## src/rtl/tmwf_pkg.sv

```systemverilog
// Shared constants for the trimmed-mean window filter.
// Depends on nothing; imported by trimmed_mean_window_filter_top.
package tmwf_pkg;

    localparam int SAMPLE_W = 24;
    localparam int WEIGHT_W = 25;

    // Configuration port geometry: one 32-bit register at byte address 0.
    localparam int PADDR_W = 3;
    localparam int PDATA_W = 32;

    // Register index, taken from the word-aligned part of the address.
    localparam logic REG_TARE_OFFSET = 1'b0;

endpackage

```

## src/rtl/trimmed_mean_window_filter_top.sv

```systemverilog
// Trimmed-mean window filter top level: ring buffer, rank-by-compare sequencer,
// reciprocal-multiply mean and tare subtraction. Depends on tmwf_pkg.
// During the first fill an accepted word passes through FINISH to the output registers; the word
// that completes the ring and every later word are first ranked by the serial scan (LOAD, KEYCAP,
// SCAN and DECIDE for each entry, then DIV and FINISH). A new word is taken only in IDLE, once the
// previous result has been loaded; FINISH holds while a finished result waits to be taken.
// Reset (rst_n, asynchronous, low) clears tare_offset, write position and fill flag.
module trimmed_mean_window_filter_top #(
    parameter int WINDOW = 8,
    parameter int DROP   = 2
) (
    input  logic                                  clk,
    input  logic                                  rst_n,
    input  logic                                  psel,
    input  logic                                  penable,
    input  logic                                  pwrite,
    input  logic [tmwf_pkg::PADDR_W-1:0]          paddr,
    input  logic [tmwf_pkg::PDATA_W-1:0]          pwdata,
    output logic [tmwf_pkg::PDATA_W-1:0]          prdata,
    output logic                                  pready,
    input  logic                                  sample_valid,
    output logic                                  sample_ready,
    input  logic [tmwf_pkg::SAMPLE_W-1:0]         sample,
    output logic                                  result_valid,
    input  logic                                  result_ready,
    output logic [tmwf_pkg::SAMPLE_W-1:0]         filtered,
    output logic signed [tmwf_pkg::WEIGHT_W-1:0]  filtered_weight,
    output logic signed [tmwf_pkg::WEIGHT_W-1:0]  raw_weight,
    output logic                                  window_full
);

    import tmwf_pkg::*;

    localparam int IDX_W     = $clog2(WINDOW);
    localparam int CNT_W     = $clog2(WINDOW + 2);
    localparam int KEEP_DROP = (2 * DROP < WINDOW) ? DROP : (WINDOW - 1) / 2;
    localparam int KEEP_N    = WINDOW - 2 * KEEP_DROP;
    localparam int SUM_W     = SAMPLE_W + IDX_W;
    localparam int SHIFT_W   = SUM_W + $clog2(KEEP_N);
    localparam int RECIP_W   = SUM_W + 1;
    localparam int PROD_W    = SUM_W + RECIP_W;
    localparam logic [63:0] RECIP = ((64'd1 << SHIFT_W) + 64'(KEEP_N - 1)) / 64'(KEEP_N);

    typedef enum logic [2:0] {
        ST_IDLE,
        ST_LOAD,
        ST_KEYCAP,
        ST_SCAN,
        ST_DECIDE,
        ST_DIV,
        ST_FINISH
    } state_t;

    state_t                 state_reg, state_next;
    logic [SAMPLE_W-1:0]    ring_mem [WINDOW];
    logic [SAMPLE_W-1:0]    rd_data_reg;
    logic [IDX_W-1:0]       rd_addr;
    logic [IDX_W-1:0]       pj_reg;
    logic [IDX_W-1:0]       wp_reg;
    logic                   filled_reg;
    logic [SAMPLE_W-1:0]    tare_reg;
    logic [CNT_W-1:0]       i_reg;
    logic [CNT_W-1:0]       j_reg;
    logic [CNT_W-1:0]       rank_reg;
    logic [SAMPLE_W-1:0]    key_reg;
    logic [SAMPLE_W-1:0]    sample_reg;
    logic [SUM_W-1:0]       sum_reg;
    logic [SUM_W-1:0]       sum_add;
    logic [SUM_W-1:0]       dq_reg;
    logic [PROD_W-1:0]      product;
    logic                   less;
    logic                   keep;
    logic                   accept;
    logic                   wrap;
    logic                   out_load;
    logic                   cfg_write;

    // Configuration port.
    assign pready    = 1'b1;
    assign cfg_write = psel && penable && pwrite && (paddr[2] == REG_TARE_OFFSET);
    assign prdata    = (paddr[2] == REG_TARE_OFFSET)
                       ? {{(PDATA_W-SAMPLE_W){1'b0}}, tare_reg} : '0;

    assign sample_ready = (state_reg == ST_IDLE);
    assign accept       = sample_valid && sample_ready;
    assign wrap         = (wp_reg == IDX_W'(WINDOW - 1));
    assign out_load     = (state_reg == ST_FINISH) && (!result_valid || result_ready);

    // An entry ranks below the key if smaller, or equal and at a lower index,
    // so every entry gets a distinct rank and ties resolve like a stable sort.
    assign less = (rd_data_reg < key_reg) || ((rd_data_reg == key_reg) && (pj_reg < i_reg[IDX_W-1:0]));
    assign keep = (rank_reg >= CNT_W'(KEEP_DROP)) && (rank_reg < CNT_W'(WINDOW - KEEP_DROP));
    assign sum_add = sum_reg + (keep ? {{(SUM_W-SAMPLE_W){1'b0}}, key_reg} : '0);

    // The kept count is constant, so the mean is a multiply by its rounded-up reciprocal.
    // With the shift set to the sum width plus the ceiling log2 of the count the quotient is exact.
    assign product = PROD_W'(sum_reg) * PROD_W'(RECIP[RECIP_W-1:0]);

    always_comb
    begin
        rd_addr = '0;
        case (state_reg)
            ST_LOAD:   rd_addr = i_reg[IDX_W-1:0];
            ST_KEYCAP: rd_addr = '0;
            ST_SCAN:   rd_addr = (j_reg < CNT_W'(WINDOW)) ? j_reg[IDX_W-1:0] : '0;
            default:   rd_addr = '0;
        endcase
    end

    always_comb
    begin
        state_next = state_reg;
        case (state_reg)
            ST_IDLE:   if (accept) state_next = (wrap || filled_reg) && wrap ? ST_LOAD
                                               : (filled_reg ? ST_LOAD : ST_FINISH);
            ST_LOAD:   state_next = ST_KEYCAP;
            ST_KEYCAP: state_next = ST_SCAN;
            ST_SCAN:   if (pj_reg == IDX_W'(WINDOW - 1)) state_next = ST_DECIDE;
            ST_DECIDE: state_next = (i_reg == CNT_W'(WINDOW - 1)) ? ST_DIV : ST_LOAD;
            ST_DIV:    state_next = ST_FINISH;
            ST_FINISH: if (out_load) state_next = ST_IDLE;
            default:   state_next = ST_IDLE;
        endcase
    end

    // Ring storage with registered read data.
    always_ff @(posedge clk)
    begin
        if (accept)
        begin
            ring_mem[wp_reg] <= sample;
        end
        rd_data_reg <= ring_mem[rd_addr];
    end

    always_ff @(posedge clk or negedge rst_n)
    begin
        if (!rst_n)
        begin
            state_reg    <= ST_IDLE;
            wp_reg       <= '0;
            filled_reg   <= 1'b0;
            tare_reg     <= '0;
            i_reg        <= '0;
            j_reg        <= '0;
            rank_reg     <= '0;
            result_valid <= 1'b0;
            window_full  <= 1'b0;
        end
        else
        begin
            state_reg <= state_next;
            if (cfg_write)
            begin
                tare_reg <= pwdata[SAMPLE_W-1:0];
            end
            if (accept)
            begin
                wp_reg <= wrap ? '0 : wp_reg + 1'b1;
                if (wrap)
                begin
                    filled_reg <= 1'b1;
                end
                i_reg <= '0;
            end
            case (state_reg)
                ST_KEYCAP:
                begin
                    j_reg    <= CNT_W'(1);
                    rank_reg <= '0;
                end
                ST_SCAN:
                begin
                    if (j_reg != CNT_W'(WINDOW))
                    begin
                        j_reg <= j_reg + 1'b1;
                    end
                    rank_reg <= rank_reg + CNT_W'(less);
                end
                ST_DECIDE:
                begin
                    i_reg <= i_reg + 1'b1;
                end
                default:
                begin
                end
            endcase
            if (out_load)
            begin
                result_valid <= 1'b1;
                window_full  <= filled_reg;
            end
            else if (result_ready)
            begin
                result_valid <= 1'b0;
            end
        end
    end

    // Datapath registers; no reset needed.
    always_ff @(posedge clk)
    begin
        pj_reg <= rd_addr;
        if (accept)
        begin
            sample_reg <= sample;
            sum_reg    <= '0;
            dq_reg     <= {{(SUM_W-SAMPLE_W){1'b0}}, sample};
        end
        case (state_reg)
            ST_KEYCAP:
            begin
                key_reg <= rd_data_reg;
            end
            ST_DECIDE:
            begin
                sum_reg <= sum_add;
            end
            ST_DIV:
            begin
                dq_reg <= {{(SUM_W-SAMPLE_W){1'b0}}, product[SHIFT_W +: SAMPLE_W]};
            end
            default:
            begin
            end
        endcase
        if (out_load)
        begin
            filtered        <= dq_reg[SAMPLE_W-1:0];
            filtered_weight <= $signed({1'b0, dq_reg[SAMPLE_W-1:0]} - {1'b0, tare_reg});
            raw_weight      <= $signed({1'b0, sample_reg} - {1'b0, tare_reg});
        end
    end

    a_busy_after_accept : assert property (@(posedge clk) disable iff (!rst_n)
        accept |=> !sample_ready)
        else $error("sample_ready stayed high after a word was accepted");

    a_wp_in_range : assert property (@(posedge clk) disable iff (!rst_n)
        wp_reg < IDX_W'(WINDOW - 1) || wp_reg == IDX_W'(WINDOW - 1))
        else $error("write position left the ring");

    a_full_sticky : assert property (@(posedge clk) disable iff (!rst_n)
        result_valid && window_full |-> filled_reg)
        else $error("window_full reported before the ring filled");

    a_sort_only_when_full : assert property (@(posedge clk) disable iff (!rst_n)
        state_reg == ST_LOAD |-> filled_reg)
        else $error("ranking started before the ring filled");

    a_div_after_all_keys : assert property (@(posedge clk) disable iff (!rst_n)
        state_reg == ST_DIV && $past(state_reg) == ST_DECIDE |-> i_reg == CNT_W'(WINDOW))
        else $error("division started before every entry was ranked");

endmodule

```

## config.mk

```make
export PLATFORM = sky130hd
export DESIGN_NAME = trimmed_mean_window_filter_top
export DESIGN_NICKNAME = d
export VERILOG_FILES = /design/src/rtl/tmwf_pkg.sv /design/src/rtl/trimmed_mean_window_filter_top.sv
export SDC_FILE = /design/constraint.sdc
export NUM_CORES = 1
export LEC_CHECK = 0
export ABC_AREA = 1
export BUFFER_PORTS_ARGS = -buffer_cell sky130_fd_sc_hd__buf_2
export CAP_MARGIN = 20
export CORE_MARGIN = 1.5
export CORE_UTILIZATION = 50
export DETAILED_ROUTE_END_ITERATION = 10
export PLACE_DENSITY = 0.77
export SYNTH_ARGS = -nofsm -noshare
export SYNTH_HDL_FRONTEND = slang
export SYNTH_SLANG_ARGS = --single-unit
```

## constraint.sdc

```tcl
create_clock -name clk -period 10.81 [get_ports clk]
set_clock_uncertainty 0.2 [all_clocks]
set_input_delay 0.5405 -clock clk [delete_from_list [all_inputs] [get_ports clk]]
set_output_delay 0.5405 -clock clk [all_outputs]
set_load 0.005 [all_outputs]
```

==> qor.txt <==
outcome: finished clean
distinct cell type count after synthesis: 43
final WL: 55670 µm
TritonCTS buffer count: 45
final setup fails: 0
max-cap viol count: 0
Clock transition at path regs: 60 ps
CP max FO: 24
Peak Freq: 0.2872 GHz
RR Endpoint: sum_reg[12]
mux share of post-synthesis cell area: 0%
Initial Util: 50.74%
unrepaired setup endpoints after global routing: false
# rows: 76
Final #Nets: 2730
area of the mapped netlist: 21860 µm²
placed cells: 3084
synth warn: 0
hold path depth: 3
combinational family with the most area after synthesis: simple AND/OR/NAND/NOR gates
core area: 43080 µm²
HP Start: pwdata[19]
Via density: 5.187
top cells by area, synth: edfxtp_1, nand2_1, ha_1
number of synthesized flops with an enable pin: 364
HP Class: input pin to flip-flop
Hold Path End: tare_reg[19]
R2R Path Start: rank_reg[2]
design area: 24870 µm²
Worst Setup End Kind: flip-flop
worst r2r path cells: 15
Die H: 212.1 µm
DR iter-0 viols: 1415
GR Overflow Total: 0
CP most frequent cell: inv_1
Post-DP HPWL: 40290 µm
critical path arrival: 3630 ps
initial antenna violation count: 0
IO buf count: 156
Final Critical Period: 3482 ps
non-filler cells, final: 3178
Final Hold Fails: 0
H-tree Lvls: 2
CTS tree: done
CP Cell Sequence: o21ai_0, a21oi_1, inv_1, nor2_1, ha_1, inv_1, fa_1, inv_1, nand3_1, nand3_1, nand2_1, inv_1, a21oi_1, or2_2, and2_1
Clock Latency Late Sink: 590 ps
Clock Tree Buf Depth: 3
Worst-Margin Slew: 1069 ps
area of placed instances: 23280 µm²
Seq/Total Area, Yosys: 57.64%
post-synthesis compound-gate area fraction: 5.788%
Buf+Inv Stages, Crit Path: 4
Post-synth ARST share: 10.32%
Slew Limit Fails: 0
Root Buffer: clkbuf_16
CP max stage delay: 420 ps
post-CTS setup buffer count: 0
power density cells: 243.6 nW/µm²
total power: 0.006058 W
simple-gate area share of the yosys netlist: 21.66%
first-pass GRT wire length: 86820 µm
critical path start-end classification: flip-flop to flip-flop
post-route clock period utilization: 32.21%
post-synth top area cell: edfxtp_1
fill count: 3661
CP top delay family: simple AND/OR/NAND/NOR gates
largest net degree at the start of global routing: 124
Mean Syn Cell Area: 9.168 µm²
die area: 44980 µm²
layout cells sized above 1: 10.22%
max reg flops: 192
Worst EP required: 10960 ps
Synth Area in Adders: 6.286%
Residual DRC: 0
maximum VDD drop: 0.1682 mV
top-area cell type share of the netlist area: 50.01%
Primary FF master, synth: edfxtp_1
Synth Instances: 2384
IO Count: 176
average wire per standard cell: 17.52 µm
diode count: 0
Startpoint Class: flip-flop
relative slew slack: 28.71%
Post-DRT Antenna Nets: 0
Slowest cell on crit path: dfrtp_1
GRT Util Overall: 25.45%
Yosys reg bits: 436
Syn-to-layout area delta: 13.78%
TritonRoute pass-1 iters: 5
Leak: 11.39 nW
die width: 212.1 µm
Routability Congestion: 0.9793
clock sinks: 436
Via Count: 16480
TNS Setup: 0 ps
Hold Slack: 19.99 ps
Crit. path cell count: 15
xor/xnor share of the synthesized area: 1.322%
vias in the first global route: 15860
Sequential cell area: 12600 µm²
multi-input logic area: 7775 µm²
R2R setup slack: 7330 ps
metal layers:
metal  track usage, %  share of wire [%]  vias to the layer above
li1                 -                  -                     8094
met4            10.71                3.7                        0
met2            42.30                 46                      547
met1            33.60                 43                     7727
met5                0                  0                        -
met3            3.442                6.5                      115
cells in the final DEF (no fill, tap or decap), drive strengths merged, types with 28 or more instances in the layout:
cell / Yosys / final
o21ai: 76 / 76
buf: 35 / 170
or2: 28 / 28
edfxtp: 364 / 364
nor2: 205 / 205
inv: 336 / 340
nand2: 780 / 780
ha: 105 / 105
dfrtp: 45 / 45
a21oi: 129 / 129
nand3: 111 / 111
clkbuf: 26 / 67
repair_timing:
item	in CTS	in global routing
hold endpoints to repair	24	0
hold buffers	9	0
resized for setup	0	0
setup endpoints to repair	0	0
layout make-up:
cell class                      instances  share of cell area [%]
Sequential cell                       436                   50.66
Timing Repair Buffer                  179                   4.136
Inverter                              337                   5.087
Clock buffer                           67                   5.102
Clock inverter                         17                  0.8101
Tap cell                              585                   2.943
Multi-Input combinational cell       1557                   31.27
cells by family after synthesis:
kind of cell,count (synthesis)
buffers and inverters,398
other,2
XOR/XNOR,33
flip-flops,436
AO/OA/AOI/OAI,234
adder cells (fa/ha/maj),108
AND/OR/NAND/NOR,1173
power breakdown:
group          total (W)  internal [W]  switching (W)
logic            0.00212      0.000670        0.00145
registers        0.00240       0.00223       0.000171
clock network    0.00154      0.000892       0.000648
synth_stat cells, drive strengths merged (2+ instances only):
cell type and count:
nand2 780, edfxtp 364, inv 336, nor2 205
a21oi 129, nand3 111, ha 105, o21ai 76
dfrtp 45, buf 35, or2 28, dfxtp 27
clkbuf 26, xor2 24, nand4 22, nor3 15
o21bai 11, xnor2 9, o21a 8, and2 4
nor4 4, fa 3, nand3b 3, o211ai 3
a31oi 2, conb 2
metrics by stage:
stage	util [%]	setup slack, ps
2_1_floorplan	-	6232
3_3_place_gp	53.93	7418
3_5_place_dp	54.04	7313
4_1_cts	57.67	7278
5_1_grt	57.73	7022
6_report	57.73	7328
worst max-delay path by stage:
stage	start	endpoint	slack, ps
6_report	rank_reg[2]	sum_reg[12]	7330
3_5_place_dp	rank_reg[3]	sum_reg[12]	7310
3_3_place_gp	state_reg[1]	sum_reg[9]	7420
5_1_grt	rank_reg[3]	sum_reg[24]	7020
4_1_cts	rank_reg[3]	sum_reg[12]	7280
2_1_floorplan	result_ready	filtered[0]	6230
tightest hold or removal path, delay by kind of cell:
kind	cells	cell delay [ps]
compound gates	1	110
buf+inv	1	70
simple gates	1	30
Note: power is estimated with default switching activity, not from simulation.
